`src/rtl/core/predicate_pattern_histogram_assert.svh`:
```
// Assertion helpers for the predicate pattern histogram.
`ifndef PREDICATE_PATTERN_HISTOGRAM_ASSERT_SVH
`define PREDICATE_PATTERN_HISTOGRAM_ASSERT_SVH

// Consequent checked in the same cycle as the antecedent.
`define PPH_ASSERT_SAME(label, clk, rst, ante, cons) \
  label: assert property (@(posedge clk) disable iff (rst) (ante) |-> (cons)) \
    else $error("pph check failed");

// Consequent checked in the cycle after the antecedent.
`define PPH_ASSERT_NEXT(label, clk, rst, ante, cons) \
  label: assert property (@(posedge clk) disable iff (rst) (ante) |=> (cons)) \
    else $error("pph check failed");

`endif

```
`src/rtl/core/pph_pkg.sv`:
```
package pph_pkg;

  localparam int PRED_MAX    = 6;
  localparam int COUNT_BITS  = 31;
  localparam int STORE_DEPTH = 1 << PRED_MAX;
  localparam int CFG_BITS    = 3;

  typedef logic [PRED_MAX-1:0]   pat_t;
  typedef logic [COUNT_BITS-1:0] cnt_t;
  typedef logic [CFG_BITS-1:0]   cfg_t;

  localparam cnt_t ROW_LIMIT = '1;

  typedef enum logic {
    CMD_ROW  = 1'b0,
    CMD_DUMP = 1'b1
  } command_t;

  typedef struct packed {
    command_t command;
    pat_t     pred_true;
    pat_t     pred_defined;
  } cmd_word_t;

  typedef struct packed {
    pat_t pattern;
    cnt_t count;
    logic last;
    logic overflow;
  } bin_word_t;

  typedef enum logic [1:0] {
    S_IDLE,
    S_ROW,
    S_DUMP
  } state_t;

  typedef struct packed {
    logic row_accept;
    logic row_commit;
    logic dump_start;
    logic dump_load;
  } dp_ctl_t;

  typedef struct packed {
    logic out_free;
    logic dump_last;
  } dp_stat_t;

  // Low mask over the predicates in use; count clamped to 1..PRED_MAX.
  function automatic pat_t eff_mask(cfg_t cnt);
    cfg_t n;
    pat_t m;
    n = cnt;
    if (n == '0) begin
      n = cfg_t'(1);
    end
    if (int'(n) > PRED_MAX) begin
      n = cfg_t'(PRED_MAX);
    end
    for (int i = 0; i < PRED_MAX; i++) begin
      m[i] = (i < int'(n));
    end
    return m;
  endfunction

endpackage

```
`src/rtl/core/pph_ctrl.sv`:
```
module pph_ctrl (
  input  logic               clk,
  input  logic               rst,
  input  logic               cmd_valid,
  input  pph_pkg::command_t  command,
  output logic               cmd_stall,
  input  pph_pkg::dp_stat_t  stat,
  output pph_pkg::dp_ctl_t   ctl
);
  import pph_pkg::*;

  state_t state, state_next;

  always_ff @(posedge clk) begin
    if (rst) begin
      state <= S_IDLE;
    end else begin
      state <= state_next;
    end
  end

  always_comb begin
    state_next = state;
    unique case (state)
      S_IDLE: begin
        if (cmd_valid) begin
          state_next = (command == CMD_DUMP) ? S_DUMP : S_ROW;
        end
      end
      S_ROW: begin
        state_next = S_IDLE;
      end
      S_DUMP: begin
        if (stat.out_free && stat.dump_last) begin
          state_next = S_IDLE;
        end
      end
      default: begin
        state_next = S_IDLE;
      end
    endcase
  end

  always_comb begin
    cmd_stall = 1'b1;
    ctl       = '0;
    unique case (state)
      S_IDLE: begin
        cmd_stall      = 1'b0;
        ctl.row_accept = cmd_valid && (command == CMD_ROW);
        ctl.dump_start = cmd_valid && (command == CMD_DUMP);
      end
      S_ROW: begin
        ctl.row_commit = 1'b1;
      end
      S_DUMP: begin
        ctl.dump_load = stat.out_free;
      end
      default: begin
        cmd_stall = 1'b1;
      end
    endcase
  end

endmodule

```
`src/rtl/core/pph_datapath.sv`:
```
module pph_datapath (
  input  logic               clk,
  input  logic               rst,
  input  pph_pkg::dp_ctl_t   ctl,
  output pph_pkg::dp_stat_t  stat,
  input  pph_pkg::cmd_word_t cmd_word,
  output logic               bin_valid,
  input  logic               bin_stall,
  output pph_pkg::bin_word_t bin_word,
  input  logic               cfg_valid,
  input  pph_pkg::cfg_t      cfg_data
);
  import pph_pkg::*;

  cnt_t mem [STORE_DEPTH];
  logic [STORE_DEPTH-1:0] valid_bits;

  cfg_t pred_count;
  cnt_t rd_data;
  logic rd_hit;
  pat_t row_addr;
  logic row_hit;
  cnt_t row_total;
  logic overflow;
  pat_t dump_addr;

  pat_t sel_mask;
  pat_t row_pat;
  logic at_limit;
  cnt_t cur;
  logic rd_en;
  pat_t rd_addr;
  logic wr_en;

  assign sel_mask = eff_mask(pred_count);
  assign row_pat  = cmd_word.pred_true & cmd_word.pred_defined & sel_mask;
  assign at_limit = (row_total == ROW_LIMIT);
  assign cur      = rd_hit ? rd_data : '0;
  assign wr_en    = ctl.row_commit && row_hit;

  always_comb begin
    rd_en   = 1'b0;
    rd_addr = pat_t'(dump_addr - 1'b1);
    priority if (ctl.row_accept) begin
      rd_en   = 1'b1;
      rd_addr = row_pat;
    end else if (ctl.dump_start) begin
      rd_en   = 1'b1;
      rd_addr = sel_mask;
    end else if (ctl.dump_load) begin
      rd_en   = (dump_addr != '0);
    end
  end

  // counter store
  always_ff @(posedge clk) begin
    if (wr_en) begin
      mem[row_addr] <= cnt_t'(cur + 1'b1);
    end
    if (rd_en) begin
      rd_data <= mem[rd_addr];
      rd_hit  <= valid_bits[rd_addr];
    end
  end

  always_ff @(posedge clk) begin
    if (rst) begin
      pred_count <= cfg_t'(1);
      valid_bits <= '0;
      row_total  <= '0;
      overflow   <= 1'b0;
      bin_valid  <= 1'b0;
    end else begin
      if (cfg_valid) begin
        pred_count <= cfg_data;
      end
      if (wr_en) begin
        valid_bits[row_addr] <= 1'b1;
        row_total            <= cnt_t'(row_total + 1'b1);
      end
      if (ctl.row_accept && at_limit) begin
        overflow <= 1'b1;
      end
      if (ctl.dump_load && (dump_addr == '0)) begin
        valid_bits <= '0;
        row_total  <= '0;
        overflow   <= 1'b0;
      end
      if (ctl.dump_load) begin
        bin_valid <= 1'b1;
      end else if (!bin_stall) begin
        bin_valid <= 1'b0;
      end
    end
  end

  always_ff @(posedge clk) begin
    if (ctl.row_accept) begin
      row_addr <= row_pat;
      row_hit  <= !at_limit;
    end
    if (ctl.dump_start) begin
      dump_addr <= sel_mask;
    end
    if (ctl.dump_load) begin
      bin_word.pattern  <= dump_addr;
      bin_word.count    <= cur;
      bin_word.last     <= (dump_addr == '0);
      bin_word.overflow <= overflow;
      if (dump_addr != '0) begin
        dump_addr <= pat_t'(dump_addr - 1'b1);
      end
    end
  end

  assign stat.out_free  = !bin_valid || !bin_stall;
  assign stat.dump_last = (dump_addr == '0);

endmodule

```
`src/rtl/core/predicate_pattern_histogram.sv`:
```
// Predicate pattern histogram: each row word (command 0) ANDs pred_true with
// pred_defined, masks to the predicate_count predicates in use (0 reads as 1,
// above 6 as 6) and increments that pattern's 31-bit counter; once 2^31-1 rows
// are counted, further rows only set the sticky overflow flag. For a row, the
// counter is read from the counter store in the accept cycle and written back
// incremented in the next. After a readout word (command 1) is accepted, the
// block emits 2^n words, pattern 2^n-1 down to 0, at one word per cycle while
// bin_stall is low, paced by the store's one read per cycle; last marks
// pattern 0. The readout clears counters, row total and overflow at once
// through per-entry valid bits, so no clearing pass is needed after reset or
// readout. The output register holds the final readout word while the next
// command word is taken. cfg_ready is always high; write predicate_count
// only while the block is idle.
module predicate_pattern_histogram (
  input  logic               clk,
  input  logic               rst,
  input  logic               cmd_valid,
  output logic               cmd_stall,
  input  pph_pkg::cmd_word_t cmd_word,
  output logic               bin_valid,
  input  logic               bin_stall,
  output pph_pkg::bin_word_t bin_word,
  input  logic               cfg_valid,
  output logic               cfg_ready,
  input  pph_pkg::cfg_t      cfg_data
);
  import pph_pkg::*;

  `include "predicate_pattern_histogram_assert.svh"

  dp_ctl_t  ctl;
  dp_stat_t stat;
  logic     cfg_write;

  assign cfg_ready = 1'b1;
  assign cfg_write = cfg_valid && cfg_ready;

  pph_ctrl u_ctrl (
    .clk       (clk),
    .rst       (rst),
    .cmd_valid (cmd_valid),
    .command   (cmd_word.command),
    .cmd_stall (cmd_stall),
    .stat      (stat),
    .ctl       (ctl)
  );

  pph_datapath u_datapath (
    .clk       (clk),
    .rst       (rst),
    .ctl       (ctl),
    .stat      (stat),
    .cmd_word  (cmd_word),
    .bin_valid (bin_valid),
    .bin_stall (bin_stall),
    .bin_word  (bin_word),
    .cfg_valid (cfg_write),
    .cfg_data  (cfg_data)
  );

  `PPH_ASSERT_NEXT(a_busy_after_accept, clk, rst, cmd_valid && !cmd_stall, cmd_stall)
  `PPH_ASSERT_SAME(a_zero_is_last, clk, rst,
    bin_valid && (bin_word.pattern == '0), bin_word.last)
  `PPH_ASSERT_NEXT(a_dump_steps_down, clk, rst,
    bin_valid && !bin_stall && !bin_word.last,
    bin_valid && (bin_word.pattern == pat_t'($past(bin_word.pattern) - 1'b1)))
  `PPH_ASSERT_SAME(a_dump_holds_input, clk, rst,
    bin_valid && !bin_word.last, cmd_stall)

endmodule
```
`config.mk`:
```
export PLATFORM = sky130hd
export DESIGN_NAME = predicate_pattern_histogram
export DESIGN_NICKNAME = d
export VERILOG_FILES = /design/src/rtl/core/pph_pkg.sv /design/src/rtl/core/pph_ctrl.sv /design/src/rtl/core/pph_datapath.sv /design/src/rtl/core/predicate_pattern_histogram.sv
export VERILOG_INCLUDE_DIRS = /design/src /design/src/rtl/core
export SDC_FILE = /design/constraint.sdc
export NUM_CORES = 2
export LEC_CHECK = 0
export ABC_AREA = 1
export BUFFER_PORTS_ARGS = -buffer_cell sky130_fd_sc_hd__buf_2
export CORE_ASPECT_RATIO = 0.6
export CORE_MARGIN = 5
export CORE_UTILIZATION = 45
export DETAILED_ROUTE_END_ITERATION = 12
export MAX_ROUTING_LAYER = met4
export SYNTH_ARGS = -nofsm -noshare
export SYNTH_HDL_FRONTEND = slang
export SYNTH_SLANG_ARGS = --single-unit
```
`constraint.sdc`:
```
create_clock -name clk -period 6.44 [get_ports clk]
set_input_delay 0.644 -clock clk [delete_from_list [all_inputs] [get_ports clk]]
set_output_delay 0.644 -clock clk [all_outputs]
set_load 0.01 [all_outputs]
```
==> results.yml <==
critical_path:
  regToRegSetupSlack_ns: 1.64
  start_kind: "flop"
  setup.worst_path.end: "u_datapath.mem[14][23]"
  required_ns: 7.02
  worstSetupPathType: "flop to flop"
  endpoint_kind: "flop"
  cp_max_fo: 40
  crit_top_cell: "nand3_1"
  crit-reg2reg-capture: "u_datapath.mem[14][23]"
  reg2reg_depth: 12
  cpPeakStageDelay_ns: 0.73
  startpoint: "u_datapath.rd_hit"
  path_cells: "buf_4, nand2_1, inv_1, nand3_1, inv_1, nand2_1, nor2_1, nand3_1, nor3_1, nand3_1, xor2_4, buf_4"
  worstReg2RegStart: "u_datapath.rd_hit"
  critPathSlowestCell: "xor2_4"
  cp_data_arrival_time_ns: 5.37
grt:
  use_met2_pct: 37.3
  grt-ovfl-total: 0
  met3_usage_pct: 7.50
  grt_use_met1_pct: 38.7
  grt_max_degree: 195
  grt_pass1_vias: 59200
  grt_pass1_wl_mm: 416
  busiest_layer: "met1"
  track_usage_pct: 26.8
  antenna_found_initial: 9
logic_synthesis:
  synthArstFlopShare_pct: 0
  syn_nets: 8450
  synthSimpleGateAreaFrac_pct: 23.9
  syn_area_per_cell_um2: 11.1
  dominantRegCellSynth: "edfxtp_1"
  yosys.cell_types.count: 37
  synth_top_family_by_area: "simple AND/OR/NAND/NOR gates"
  ys_seq_area_share_pct: 68.4
  synth.area.mux_share_pct: 0
  synth_xor_area_share_pct: 0.449
  synth_edf_count: 2062
  synth_area_um2: 93700
  synth_compound_area_share_pct: 0.911
  ys_ff_latch: 2170
  synth_warnings: 0
  postSynthCellCount: 8425
  yosys.area_share.adder_pct: 0.0534
clocking:
  worst_skew_pair.late_latency_ns: 0.86
  clock-root-buffer: "clkbuf_16"
  clk_path_buf_depth: 4
  cts_hold_buf: 3
  cts_resized: 0
  cts_setup_buffers: 0
  htreeDepth: 4
  cts_tree: "yes"
  clk_transition_reported_paths_ns: 0.06
  cts.sinks: 2170
  numCtsBuffers: 208
routing:
  drc: 0
  drt_first_pass_iters: 8
  wl_per_cell_um: 25.6
  drt-vias-per-instance: 5.66
  initialDrtViolationCount: 8552
  num_vias: 63800
  ant_nets: 0
  wl_mm: 288
place:
  portBuffers: 61
  gp_congestion: 0.901
  dpl_cell_area_um2: 97800
  hpwl_mm: 150
  dp_slack_ns: 1.75
  dp.cells: 10900
finish:
  drive_gt1_share_pct: 7.50
  final_util_pct: 50.4
  multi_input_area_um2: 24800
  seq_area_um2: 64100
  fin_cells: 11300
  syn_to_final_growth_pct: 11.1
  final_cell_area_um2: 104000
  final_nets: 8369
  nFillCells: 17900
job:
  maxCapViolations: 0
timing:
  period_share_pct: 74.5
  setup_violations: 0
  fmax_ghz: 0.208
  rsz0062_at_grt: "false"
  whs_ns: 0.105
  setup_slack_ns: 1.64
  finalClockSkew_ns: 0.0568
  fin_setup_tns_ns: 0
  slew_viol_final: 0
  period_minus_slack_ns: 4.80
  relSlewSlack_pct: 17.6
  tightest_slew_ns: 1.24
  final-hold-violation-count: 0
power:
  ir_drop_uv: 353
  total_power_mw: 43.7
  p_per_area_nw_per_um2: 420
  leakage_nw: 39.1
floorplan:
  dieArea_um2: 218000
  rows: 129
  start_util_pct: 45.3
  die_y_um: 363
  fp.coreArea_um2: 207000
  io_pins: 63
  die_w_um: 599
outcome:
  outcome: "completed"
worst_hold_path:
  hold_class: "input port to flop"
  hold_depth: 3
synth_stat cells (18+ instances only):
cell	instances	share of area, %
o21ai_0	18	0.096
nand3_1	1692	9.0
clkbuf_1	98	0.39
xor2_1	39	0.36
buf_1	22	0.088
o211ai_1	66	0.53
nand3b_1	705	5.6
nor2_1	249	1.0
buf_2	401	2.1
edfxtp_1	2062	66
nor3_1	25	0.13
nand2_1	1940	7.8
a21oi_1	21	0.11
inv_1	887	3.6
dfxtp_1	108	2.3
critical path: cells and delay by family, from the launching register on:
family / cells / cell delay (ns)
buffers and inverters: 4 / 1.15
AND/OR/NAND/NOR: 7 / 2.28
flip-flops: 1 / 0.33
XOR/XNOR: 1 / 0.73
layer usage:
| metal | wire, µm | part of all wire, % |
|---|---|---|
| met3 | 35000 | 12 |
| met1 | 125000 | 44 |
| met2 | 120000 | 42 |
| met5 | 0 | 0 |
| met4 | 7760 | 2.7 |
report_power, final:
part           leakage [nW]  total, mW  internal (mW)  switching [mW]
logic                  16.4       14.4           3.20            11.2
clock network          3.06       11.7           6.44            5.28
registers              19.7       17.7           17.6           0.109
total                  39.1       43.7           27.2            16.5
cell families after synthesis:
| family | after synthesis |
|---|---|
| and+or+nand+nor | 4646 |
| DFF | 2170 |
| buffers and inverters | 1428 |
| AOI/OAI and AO/OA | 128 |
| xor gates and xnor gates | 48 |
| adders and majority gates | 4 |
| other | 1 |
area by class of cell:
cell class                      count  share of cell area [%]
Timing Repair Buffer              241                    2.02
Clock inverter                     98                   0.672
Tap cell                         2751                    3.31
Multi-Input combinational cell   4827                    23.8
Sequential cell                  2170                    61.6
Inverter                          896                    3.24
Clock buffer                      271                    5.36
Antenna cell                        2                 0.00481
worst min path at each step:
stage	startpoint	to
finish	bin_stall	u_datapath.bin_valid
CTS	bin_stall	u_datapath.bin_valid
global placement	u_datapath.overflow	u_datapath.bin_word[0]
floorplan	u_datapath.overflow	u_datapath.bin_word[0]
global route	cfg_data[2]	u_datapath.pred_count[2]
detailed placement	u_datapath.overflow	u_datapath.bin_word[0]
flip-flops by register name, indices dropped and copies added (netlist names):
signal,cells
u_ctrl.state,2
u_datapath.bin_valid,1
u_datapath.rd_data,31
u_datapath.row_total,31
u_datapath.bin_word,39
u_datapath.row_hit,1
u_datapath.dump_addr,6
u_datapath.mem,1984
u_datapath.valid_bits,64
u_datapath.overflow,1
u_datapath.pred_count,3
u_datapath.row_addr,6
u_datapath.rd_hit,1
placed cells by master, fill, tap and decap left out, types with 55 or more instances in the layout:
cell       count
buf_2         61
nand3_1     1692
nor2_4        67
edfxtp_1    2062
nand2_1     1935
inv_1        886
clkbuf_1      55
o211ai_1      66
buf_4        142
clkbuf_16    213
nor2_1       185
dfxtp_1      108
nand3b_1     705
No activity file was read; power rests on OpenSTA's default activity.
